===== src/tts_pkg.sv =====
package tts_pkg;

  localparam int TIME_W     = 32;
  localparam int INTERVAL_W = 31;
  localparam int APB_DATA_W = 32;
  localparam int APB_ADDR_W = 3;

  // scale of the squared term, as a shift
  localparam int SCALE_SHIFT = 8;

  localparam logic [TIME_W-1:0]     SCALE_ROUND    = 32'h0000_00ff;
  localparam logic [INTERVAL_W-1:0] INTERVAL_RESET = 31'd5000000;

  // byte address of the report interval register
  localparam logic [APB_ADDR_W-1:0] ADDR_REPORT_INTERVAL = 3'd0;

  typedef enum logic {
    KIND_SAMPLE = 1'b0,
    KIND_QUERY  = 1'b1
  } kind_t;

  typedef enum logic {
    RES_REPORT = 1'b0,
    RES_UPTIME = 1'b1
  } res_kind_t;

endpackage


===== src/tts_in_if.sv =====
interface tts_in_if;
  import tts_pkg::*;

  logic              valid;
  logic              ready;
  kind_t             kind;
  logic [TIME_W-1:0] start_time;
  logic [TIME_W-1:0] cur_time;

  modport source (output valid, output kind, output start_time, output cur_time,
                  input ready);
  modport sink (input valid, input kind, input start_time, input cur_time,
                output ready);
endinterface


===== src/tts_out_if.sv =====
interface tts_out_if;
  import tts_pkg::*;

  logic              valid;
  logic              ready;
  res_kind_t         result_kind;
  logic [TIME_W-1:0] sample_count;
  logic [TIME_W-1:0] diff_sum;
  logic [TIME_W-1:0] diff_sumsq;
  logic [TIME_W-1:0] uptime_high;
  logic [TIME_W-1:0] uptime_low;

  modport source (output valid, output result_kind, output sample_count,
                  output diff_sum, output diff_sumsq, output uptime_high,
                  output uptime_low, input ready);
  modport sink (input valid, input result_kind, input sample_count,
                input diff_sum, input diff_sumsq, input uptime_high,
                input uptime_low, output ready);
endinterface


===== src/task_timing_stats_accumulator_core.sv =====
// Task timing statistics. Each sample word (start and current timer value)
// adds its duration to a sample count, a wrapping sum and a saturating sum of
// scaled, rounded-up squares; once the current time is report_interval ticks
// past the last report (signed wrap compare) the three totals are sent out in
// a report word and cleared, and the wrap epoch advances if the timer wrapped.
// An uptime query returns {epoch, +1 if the timer wrapped since the last report,
// current time} and changes nothing; samples short of the report time give no
// result. An accepted word is held in the input register, then makes one pass
// of a 16x20 multiplier, add and saturate into the accumulators and the result
// register. A word is taken every cycle; the input stalls only while a result
// waits untaken in the result register. The user must write report_interval
// (APB port, byte address 0) only while idle; the block does not enforce it.
module task_timing_stats_accumulator_core (
  input  logic                               clk,
  input  logic                               rst_n,
  tts_in_if.sink                             in_ch,
  tts_out_if.source                          out_ch,
  input  logic                               cfg_psel,
  input  logic                               cfg_penable,
  input  logic                               cfg_pwrite,
  input  logic [tts_pkg::APB_ADDR_W-1:0]     cfg_paddr,
  input  logic [tts_pkg::APB_DATA_W-1:0]     cfg_pwdata,
  output logic [tts_pkg::APB_DATA_W-1:0]     cfg_prdata,
  output logic                               cfg_pready
);
  import tts_pkg::*;

  localparam int PROD_W = 36;

  logic [INTERVAL_W-1:0] report_interval_r;

  logic              s1_valid_r;
  kind_t             s1_kind_r;
  logic [TIME_W-1:0] s1_start_r;
  logic [TIME_W-1:0] s1_cur_r;

  logic [TIME_W-1:0] acc_count_r, acc_count_nxt;
  logic [TIME_W-1:0] acc_sum_r, acc_sum_nxt;
  logic [TIME_W-1:0] acc_sumsq_r, acc_sumsq_nxt;
  logic [TIME_W-1:0] last_report_r, last_report_nxt;
  logic [TIME_W-1:0] wrap_epoch_r, wrap_epoch_nxt;

  logic              out_valid_r;
  res_kind_t         out_kind_r;
  logic [TIME_W-1:0] out_count_r, out_sum_r, out_sumsq_r, out_up_hi_r, out_up_lo_r;

  logic              cfg_wr;
  logic              in_fire;
  logic              s1_emit, s1_fire, out_free;
  logic [TIME_W-1:0] diff, gap, cnt_new, sum_new, sumsq_new;
  logic              is_small, is_mid, due, wrapped;
  logic [12:0]       ceil_div;
  logic [15:0]       mul_a;
  logic [19:0]       mul_b;
  logic [PROD_W-1:0] prod, rounded, term;
  logic [PROD_W:0]   total;

  // configuration port
  assign cfg_pready = 1'b1;
  assign cfg_wr     = cfg_psel && cfg_penable && cfg_pwrite
                      && (cfg_paddr == ADDR_REPORT_INTERVAL);
  assign cfg_prdata = (cfg_paddr == ADDR_REPORT_INTERVAL)
                      ? {1'b0, report_interval_r} : '0;

  always_ff @(posedge clk) begin
    if (!rst_n) begin
      report_interval_r <= INTERVAL_RESET;
    end else if (cfg_wr) begin
      report_interval_r <= cfg_pwdata[INTERVAL_W-1:0];
    end
  end

  // duration and squared term
  always_comb begin
    diff     = s1_cur_r - s1_start_r;
    is_small = (diff[31:16] == '0);
    is_mid   = (diff[31:20] == '0);
    ceil_div = {1'b0, diff[19:8]} + 13'(|diff[7:0]);
    mul_a    = is_small ? diff[15:0] : {3'b000, ceil_div};
    mul_b    = diff[19:0];
    prod     = PROD_W'(mul_a) * PROD_W'(mul_b);
    rounded  = (prod + PROD_W'(SCALE_ROUND)) >> SCALE_SHIFT;
    term     = is_small ? rounded : prod;
    total    = {1'b0, 4'b0000, acc_sumsq_r} + {1'b0, term};
    sumsq_new = (!is_mid || (total[PROD_W:TIME_W] != '0)) ? '1 : total[TIME_W-1:0];
    cnt_new  = acc_count_r + 32'd1;
    sum_new  = acc_sum_r + diff;
    gap      = s1_cur_r - (last_report_r + {1'b0, report_interval_r});
    due      = !gap[TIME_W-1];
    wrapped  = (s1_cur_r < last_report_r);
  end

  // handshake: samples that give no result never wait on the output side
  assign out_free     = !out_valid_r || out_ch.ready;
  assign s1_emit      = (s1_kind_r == KIND_QUERY) || due;
  assign s1_fire      = s1_valid_r && (!s1_emit || out_free);
  assign in_ch.ready  = !s1_valid_r || s1_fire;
  assign in_fire      = in_ch.valid && in_ch.ready;

  always_ff @(posedge clk) begin
    if (!rst_n) begin
      s1_valid_r <= 1'b0;
    end else if (in_ch.ready) begin
      s1_valid_r <= in_ch.valid;
    end
  end

  always_ff @(posedge clk) begin
    if (in_fire) begin
      s1_kind_r  <= in_ch.kind;
      s1_start_r <= in_ch.start_time;
      s1_cur_r   <= in_ch.cur_time;
    end
  end

  always_comb begin
    acc_count_nxt   = acc_count_r;
    acc_sum_nxt     = acc_sum_r;
    acc_sumsq_nxt   = acc_sumsq_r;
    last_report_nxt = last_report_r;
    wrap_epoch_nxt  = wrap_epoch_r;
    if (s1_fire && (s1_kind_r == KIND_SAMPLE)) begin
      if (due) begin
        acc_count_nxt   = '0;
        acc_sum_nxt     = '0;
        acc_sumsq_nxt   = '0;
        last_report_nxt = s1_cur_r;
        wrap_epoch_nxt  = wrap_epoch_r + TIME_W'(wrapped);
      end else begin
        acc_count_nxt = cnt_new;
        acc_sum_nxt   = sum_new;
        acc_sumsq_nxt = sumsq_new;
      end
    end
  end

  always_ff @(posedge clk) begin
    if (!rst_n) begin
      acc_count_r   <= '0;
      acc_sum_r     <= '0;
      acc_sumsq_r   <= '0;
      last_report_r <= '0;
      wrap_epoch_r  <= '0;
    end else begin
      acc_count_r   <= acc_count_nxt;
      acc_sum_r     <= acc_sum_nxt;
      acc_sumsq_r   <= acc_sumsq_nxt;
      last_report_r <= last_report_nxt;
      wrap_epoch_r  <= wrap_epoch_nxt;
    end
  end

  // result register
  always_ff @(posedge clk) begin
    if (!rst_n) begin
      out_valid_r <= 1'b0;
    end else if (s1_fire && s1_emit) begin
      out_valid_r <= 1'b1;
    end else if (out_ch.ready) begin
      out_valid_r <= 1'b0;
    end
  end

  always_ff @(posedge clk) begin
    if (s1_fire && s1_emit) begin
      if (s1_kind_r == KIND_QUERY) begin
        out_kind_r  <= RES_UPTIME;
        out_count_r <= '0;
        out_sum_r   <= '0;
        out_sumsq_r <= '0;
        out_up_hi_r <= wrap_epoch_r + TIME_W'(wrapped);
        out_up_lo_r <= s1_cur_r;
      end else begin
        out_kind_r  <= RES_REPORT;
        out_count_r <= cnt_new;
        out_sum_r   <= sum_new;
        out_sumsq_r <= sumsq_new;
        out_up_hi_r <= '0;
        out_up_lo_r <= '0;
      end
    end
  end

  assign out_ch.valid        = out_valid_r;
  assign out_ch.result_kind  = out_kind_r;
  assign out_ch.sample_count = out_count_r;
  assign out_ch.diff_sum     = out_sum_r;
  assign out_ch.diff_sumsq   = out_sumsq_r;
  assign out_ch.uptime_high  = out_up_hi_r;
  assign out_ch.uptime_low   = out_up_lo_r;

endmodule


===== src/flat_wrapper.sv =====
// flat-port wrapper written by rule: the top's interface ports become plain ports
module task_timing_stats_accumulator_core_flat import tts_pkg::*;
  (clk, rst_n, cfg_psel, cfg_penable, cfg_pwrite, cfg_paddr, cfg_pwdata, cfg_prdata, cfg_pready, in_ch_valid, in_ch_kind, in_ch_start_time, in_ch_cur_time, in_ch_ready, out_ch_valid, out_ch_result_kind, out_ch_sample_count, out_ch_diff_sum, out_ch_diff_sumsq, out_ch_uptime_high, out_ch_uptime_low, out_ch_ready);
  tts_in_if in_ch_i ();
  tts_out_if out_ch_i ();
  input  logic clk;
  input  logic rst_n;
  input  logic cfg_psel;
  input  logic cfg_penable;
  input  logic cfg_pwrite;
  input  logic [tts_pkg::APB_ADDR_W-1:0] cfg_paddr;
  input  logic [tts_pkg::APB_DATA_W-1:0] cfg_pwdata;
  output logic [tts_pkg::APB_DATA_W-1:0] cfg_prdata;
  output logic cfg_pready;
  input wire logic [$bits(in_ch_i.valid)-1:0] in_ch_valid;
  input wire logic [$bits(in_ch_i.kind)-1:0] in_ch_kind;
  input wire logic [$bits(in_ch_i.start_time)-1:0] in_ch_start_time;
  input wire logic [$bits(in_ch_i.cur_time)-1:0] in_ch_cur_time;
  output wire logic [$bits(in_ch_i.ready)-1:0] in_ch_ready;
  output wire logic [$bits(out_ch_i.valid)-1:0] out_ch_valid;
  output wire logic [$bits(out_ch_i.result_kind)-1:0] out_ch_result_kind;
  output wire logic [$bits(out_ch_i.sample_count)-1:0] out_ch_sample_count;
  output wire logic [$bits(out_ch_i.diff_sum)-1:0] out_ch_diff_sum;
  output wire logic [$bits(out_ch_i.diff_sumsq)-1:0] out_ch_diff_sumsq;
  output wire logic [$bits(out_ch_i.uptime_high)-1:0] out_ch_uptime_high;
  output wire logic [$bits(out_ch_i.uptime_low)-1:0] out_ch_uptime_low;
  input wire logic [$bits(out_ch_i.ready)-1:0] out_ch_ready;
  assign in_ch_i.valid = in_ch_valid;
  assign in_ch_i.kind = in_ch_kind;
  assign in_ch_i.start_time = in_ch_start_time;
  assign in_ch_i.cur_time = in_ch_cur_time;
  assign in_ch_ready = in_ch_i.ready;
  assign out_ch_valid = out_ch_i.valid;
  assign out_ch_result_kind = out_ch_i.result_kind;
  assign out_ch_sample_count = out_ch_i.sample_count;
  assign out_ch_diff_sum = out_ch_i.diff_sum;
  assign out_ch_diff_sumsq = out_ch_i.diff_sumsq;
  assign out_ch_uptime_high = out_ch_i.uptime_high;
  assign out_ch_uptime_low = out_ch_i.uptime_low;
  assign out_ch_i.ready = out_ch_ready;
  task_timing_stats_accumulator_core u_core (.clk(clk), .rst_n(rst_n), .in_ch(in_ch_i), .out_ch(out_ch_i), .cfg_psel(cfg_psel), .cfg_penable(cfg_penable), .cfg_pwrite(cfg_pwrite), .cfg_paddr(cfg_paddr), .cfg_pwdata(cfg_pwdata), .cfg_prdata(cfg_prdata), .cfg_pready(cfg_pready));
endmodule

===== config.mk =====
export PLATFORM = sky130hd
export DESIGN_NAME = task_timing_stats_accumulator_core_flat
export DESIGN_NICKNAME = d
export VERILOG_FILES = /design/src/tts_pkg.sv /design/src/tts_in_if.sv /design/src/tts_out_if.sv /design/src/task_timing_stats_accumulator_core.sv /design/src/flat_wrapper.sv
export SDC_FILE = /design/constraint.sdc
export NUM_CORES = 2
export LEC_CHECK = 0
export ABC_AREA = 1
export BUFFER_PORTS_ARGS = -buffer_cell sky130_fd_sc_hd__clkbuf_2
export CAP_MARGIN = 30
export CORE_MARGIN = 2
export CORE_UTILIZATION = 60
export CTS_CLUSTER_DIAMETER = 150
export DETAILED_ROUTE_END_ITERATION = 10
export PLACE_DENSITY = 0.83
export SLEW_MARGIN = 0
export SYNTH_ARGS = -nofsm -noshare
export SYNTH_HDL_FRONTEND = slang
export SYNTH_SLANG_ARGS = --single-unit
export TNS_END_PERCENT = 30

===== constraint.sdc =====
create_clock -name clk -period 16.85 [get_ports clk]
set_input_delay 3.37 -clock clk [delete_from_list [all_inputs] [get_ports clk]]
set_output_delay 3.37 -clock clk [all_outputs]
set_load 0.05 [all_outputs]

Yosys cells after proc, flatten, opt, wreduce, memory -nomap -nowiden
Index checks and enable logic that the tools add are counted.
{"block": "word_totals", "ff_bits": 419, "latchBits": 0, "ramBits": 0, "mem_bits_ro": 0, "in_bits": 107, "out_inout_bits": 196, "elab_cells": 64, "n_memories": 0}
{"block": "classes", "add_sub_neg": 9, "multipliers": 1, "n_div": 0, "order_cmp": 1, "n_eq_ne": 0, "shift": 0, "mux": 10, "bitwise": 2, "reduce_logical": 24}
{"operator": "$mux 32", "count": 4}
{"operator": "$sub 32x32->32", "count": 2}
{"operator": "$add 32x36->37", "count": 1}
{"operator": "$add 36x8->36 const B", "count": 1}
{"operator": "$mul 16x20->36", "count": 1}
{"operator": "$mux 36", "count": 1}
{"operator": "$add 32x1->32", "count": 1}
{"operator": "$add 32x1->32 const B", "count": 1}
{"operator": "$add 32x31->32", "count": 1}
{"operator": "$add 32x32->32", "count": 1}
{"operator": "$lt 32x32->1", "count": 1}
{"operator": "$mux 31", "count": 1}
{"operator": "$logic_not 16->1", "count": 1}
{"operator": "$mux 16", "count": 1}
{"operator": "$add 12x1->13", "count": 1}
{"operator": "$logic_not 12->1", "count": 1}
{"operator": "$reduce_or 8->1", "count": 1}
{"operator": "$logic_and 1x1->1", "count": 7}
{"operator": "$logic_not 1->1", "count": 5}
{"operator": "$logic_or 1x1->1", "count": 5}
{"operator": "$reduce_bool 5->1", "count": 1}
{"operator": "$logic_not 3->1", "count": 1}
{"operator": "$mux 1", "count": 3}
{"operator": "$not 1->1", "count": 2}
{"operator": "other kinds (2)", "count": 2}

Longest topological paths before layout
{"block": "depth", "word_depth": 12, "depth_mapped": 75, "mapped_depth_nobuf": 72}

Least setup slack after synthesis
No wires, ideal clock.
{"block": "synth_path", "kind": "register -> register", "start": "register u_core.s1_cur_r[0]", "end": "register u_core.out_sumsq_r[1] (netlist: u_core.out_ch.diff_sumsq[1]), data pin", "setup_time_ns": 0.250, "arrival_time_ns": 10.821, "t_required_ns": 16.600, "path_slack_ns": 5.779, "stages_incl_launch_ff": 64, "n_path_buf": 2, "synth_period_minus_slack_ns": 11.071, "cell_sequence": "edfxtp_1 > inv_1 > ha_1 > inv_1 > fa_1 > xor2_1 > clkinv_1 > nand4_1 > nor3_1 > nand3_1 > ha_1 > ha_1 > inv_1 > nor3_2 > nand4_1 > nor2_2 > inv_2 > nor3_4 > (+28 left out) > o21ai_0 > ha_1 > nand2_1 > nor2_1 > nand4_1 > o21ai_0 > nand4_1 > nand2_1 > nand2_1 > nand2_1 > nand3_1 > nand2_1 > nand3_1 > nand2_1 > buf_2 > nand4_1 > nand2_1 > inv_1"}
{"block": "synth_between", "elab_chain_cells": 11, "elab_cells_between_ends": 14, "classes_between": "add/sub: 4; mul: 1; mux: 3; reduce/logical: 6"}
{"element": "from (decl)", "line_no": "task_timing_stats_accumulator_core.sv:35", "text": "logic [TIME_W-1:0] s1_cur_r;"}
{"element": "from (signal assigned)", "line_no": "task_timing_stats_accumulator_core.sv:112", "text": "s1_cur_r <= in_ch.cur_time;"}
{"element": "$sub 32x32->32 (*)", "line_no": "task_timing_stats_accumulator_core.sv:75", "text": "diff = s1_cur_r - s1_start_r;"}
{"element": "$reduce_or 8->1", "line_no": "task_timing_stats_accumulator_core.sv:78", "text": "ceil_div = {1'b0, diff[19:8]} + 13'(|diff[7:0]);"}
{"element": "$add 12x1->13", "line_no": "task_timing_stats_accumulator_core.sv:78"}
{"element": "$mux 16", "line_no": "task_timing_stats_accumulator_core.sv:79", "text": "mul_a = is_small ? diff[15:0] : {3'b000, ceil_div};"}
{"element": "$mul 16x20->36", "line_no": "task_timing_stats_accumulator_core.sv:81", "text": "prod = PROD_W'(mul_a) * PROD_W'(mul_b);"}
{"element": "$add 36x8->36", "line_no": "task_timing_stats_accumulator_core.sv:82", "text": "rounded = (prod + PROD_W'(SCALE_ROUND)) >> SCALE_SHIFT;"}
{"element": "$mux 36", "line_no": "task_timing_stats_accumulator_core.sv:83", "text": "term = is_small ? rounded : prod;"}
{"element": "$add 32x36->37", "line_no": "task_timing_stats_accumulator_core.sv:84", "text": "total = {1'b0, 4'b0000, acc_sumsq_r} + {1'b0, term};"}
{"element": "$reduce_bool 5->1", "line_no": "task_timing_stats_accumulator_core.sv:85", "text": "sumsq_new = (!is_mid || (total[PROD_W:TIME_W] != '0)) ? '1 : total[TIME_W-1:0];"}
{"element": "$logic_or 1x1->1", "line_no": "task_timing_stats_accumulator_core.sv:85"}
{"element": "$mux 32 (*)", "line_no": "task_timing_stats_accumulator_core.sv:85"}
{"element": "to (signal assigned)", "line_no": "task_timing_stats_accumulator_core.sv:177", "text": "out_sumsq_r <= sumsq_new;"}
{"element": "to (decl)", "line_no": "task_timing_stats_accumulator_core.sv:45", "text": "logic [TIME_W-1:0] out_count_r, out_sum_r, out_sumsq_r, out_up_hi_r, out_up_lo_r;"}
Mark *: on every way between the ends. The rest lies on a longest branch, timed or not.
A chain may end at the register's enable or synchronous reset.

Worst setup path in the final report
{"block": "layout_path", "start": "register u_core.s1_cur_r[0]", "end": "register u_core.out_sumsq_r[29] (netlist: u_core.out_ch.diff_sumsq[29]), data pin"}
Same word-level chain as after synthesis.

==> impl_metrics.yaml <==
yosys:
  yosys-top-cells-area: "edfxtp_1 (18%), fa_1 (15%), nand2_1 (12%), dfxtp_1 (10%), inv_1 (9.5%)"
  yosys.area_share.simple_pct: 23.0
  synth_mux_area_share_pct: 0
  synth_top_family_by_area: "adder cells"
  synthCells: 4880
  syn-cell-area_um2: 37000
  synth_cell_types: 63
  synth_compound_gate_area_share_pct: 8.75
  yosysSeqAreaShare_pct: 28.8
  yosys_most_used_dff: "edfxtp_1"
  syn_area_per_cell_um2: 7.58
  synth_top_area_share_pct: 18.3
  ys_warn_count: 0
  synth-seq-cells: 419
  synth-xor-area-share_pct: 3.68
  ys_async_sr_fraction_pct: 0
  synth-edff-count: 226
  synthAdderAreaFrac_pct: 24.4
  synth_top_area_cell: "edfxtp_1"
clock_tree:
  cts-resized-gates: 0
  clk_pin_slew_ns: 0.06
  cts-htree-levels: 2
  cts.sinks: 419
  clockRootBuffer: "clkbuf_16"
  cts_hold_buf: 0
  clock_latency_ns: 0.62
  numCtsBuffers: 45
  cts_setup_buffers: 0
  cts_tree: "yes"
  cts.path.max_buffers: 3
placed_design:
  dp_hpwl_mm: 79.2
  port_buffers: 299
  pre_cts_ws_ns: 2.86
  gp_congestion: 0.992
floorplan:
  core_area_um2: 61400
  start_util_pct: 60.3
  dieArea_um2: 63700
  ios: 303
  dieHeight_um: 252
  num_rows: 91
  die_x_um: 252
sta:
  grt_setup_unrepaired: "no"
  max_freq_mhz: 69.8
  finClkSkew_ns: 0.0498
  hold_violations: 0
  period_share_pct: 85.0
  setup_viol: 0
  min_period_ns: 14.33
  timing.setup.tns_ns: 0
  whs_ns: 0.469
  drv_slew: 0
  fin_ws_ns: 2.52
  relSlewSlack_pct: 32.6
  worst_pin_slew_ns: 1.01
route:
  vias: 33453
  drtIter0Drc: 3112
  avgViaCountPerCell: 5.61
  wl_per_cell_um: 17.4
  routed_wl_mm: 104
  drtPass1Iterations: 7
  drtAntennaViolNets: 0
  drc: 0
grt:
  grt_max_degree: 106
  grt_pass1_wl_mm: 165
  grt_overflow: 0
  grt_use_total_pct: 32.6
  grt_pass1_vias: 32068
  grt_antenna_before_repair: 3
worst_setup_path:
  arrival_ns: 14.67
  crit_type: "reg2reg"
  crit_path_frequent_cell: "nand2_1"
  cp-end-kind: "register"
  cp_slowest_stage_delay_ns: 0.61
  cp.required_ns: 17.20
  crit_slowest_cell: "xor2_1"
  worstSetupStartpointType: "register"
  worstPathMaxFanout: 32
flow_run:
  drv_cap: 0
finish:
  fill_cells: 5022
  drive_above_1_share_pct: 9.17
  final_nets: 5794
  area_delta_synth_final_pct: 10.2
min_path:
  hp-class: "reg2reg"
run_status:
  status: "finished clean"
logic make-up after synthesis:
kind of cell             after synthesis
AO/OA/AOI/OAI                        600
buffers and inverters               1095
adder cells (fa/ha/maj)              552
flip-flops                           419
XOR/XNOR                             150
AND/OR/NAND/NOR                     2062
other                                  2
synthesized netlist by cell type, types with 3 or more instances:
master / count
a211oi_1: 3
a21boi_0: 5
a21o_1: 15
a21oi_1: 343
a21oi_2: 3
a31oi_1: 16
and3_1: 4
buf_1: 10
buf_2: 22
buf_4: 9
buf_6: 4
clkbuf_1: 92
clkinv_1: 6
dfxtp_1: 193
edfxtp_1: 226
fa_1: 282
ha_1: 270
inv_1: 938
inv_2: 14
nand2_1: 1154
nand2_2: 17
nand3_1: 185
nand3b_1: 7
nand4_1: 91
nor2_1: 512
nor2_2: 9
nor2_4: 3
nor3_1: 43
nor3_2: 3
nor4_1: 16
o211ai_1: 6
o21a_1: 3
o21ai_0: 168
o21ai_1: 3
o21bai_1: 16
o221ai_1: 3
o22ai_1: 4
or2_2: 4
xnor2_1: 44
xor2_1: 101
xor2_2: 4
through the flow:
step                cell area, µm²  instances  utilization, %
floorplan                    37100       4892               -
global placement             39200       5872            63.9
detailed placement           39300       5875            64.0
CTS                          40700       5958            66.3
global route                 40800       5964            66.5
finish                       40800       5964            66.5
flip-flops by register name, summed over array words and instances, names as in the netlist:
name / cells
u_core.s1_kind_r: 1
u_core.acc_sum_r: 32
u_core.out_ch.diff_sumsq: 32
u_core.last_report_r: 32
u_core.out_ch.diff_sum: 32
u_core.out_ch.uptime_high: 32
u_core.report_interval_r: 31
u_core.s1_start_r: 32
u_core.out_ch.valid: 1
u_core.wrap_epoch_r: 32
u_core.acc_count_r: 32
u_core.acc_sumsq_r: 32
u_core.s1_valid_r: 1
u_core.out_ch.sample_count: 32
u_core.out_ch.result_kind: 1
u_core.s1_cur_r: 32
u_core.out_ch.uptime_low: 32
area by class of cell:
class | count | area [µm²] | share of cell area (%)
antenna | 3 | 7.51 | 0.0184
timing repair buffer | 333 | 1850 | 4.54
sequential | 419 | 10700 | 26.1
clock inverter | 23 | 248 | 0.607
clock buffer | 60 | 1200 | 2.95
multi-input combinational | 3378 | 22200 | 54.5
inverter | 958 | 3600 | 8.83
tap | 790 | 988 | 2.42
worst max-delay path, delay by kind of cell (launching register included):
family                     cells  cell delay [ns]
AOI/OAI and AO/OA              4             0.81
adders and majority gates     12             4.96
buffers and inverters         13             1.97
xor gates and xnor gates       2             0.78
and+or+nand+nor               32             4.96
DFF                            1             0.56
path summary, 6_finish.rpt:
kind	start	endpoint	slack, ns	cells after the start
max	u_core.s1_cur_r[0]	u_core.out_ch.diff_sumsq[29]	2.52	63
min	u_core.acc_sum_r[20]	u_core.acc_sum_r[20]	0.47	2
max reg2reg	u_core.s1_cur_r[0]	u_core.out_ch.diff_sumsq[29]	2.52	63
min reg2reg	u_core.acc_sum_r[20]	u_core.acc_sum_r[20]	0.47	2
routing by layer:
metal  part of all wire (%)  track usage [%]
met1                     40             43.8
met2                     46             52.5
met3                     10             6.54
met4                    3.7             11.9
met5                      0            0.309
placed cells by master, fill, tap and decap left out, types with 9 or more instances in the layout:
master     count
nor4_1        16
fa_1         282
nand2_2       17
dfxtp_1      193
buf_4         29
clkbuf_16     45
clkinv_1      11
clkbuf_1      13
nand3_1      184
edfxtp_1     226
xor2_1        99
clkbuf_2     299
a21oi_1      343
o21ai_0      168
nor2_1       511
inv_1        935
xnor2_1       44
nor2_2         9
nor3_1        43
ha_1         270
a31oi_1       16
a21o_1        15
nand2_1     1154
o21bai_1      16
conb_1        14
nand4_1       91
inv_2         15
Power is left out: the tool's default activity adds up to more than one toggle a clock period on the data nets, which glitch-free logic cannot reach.
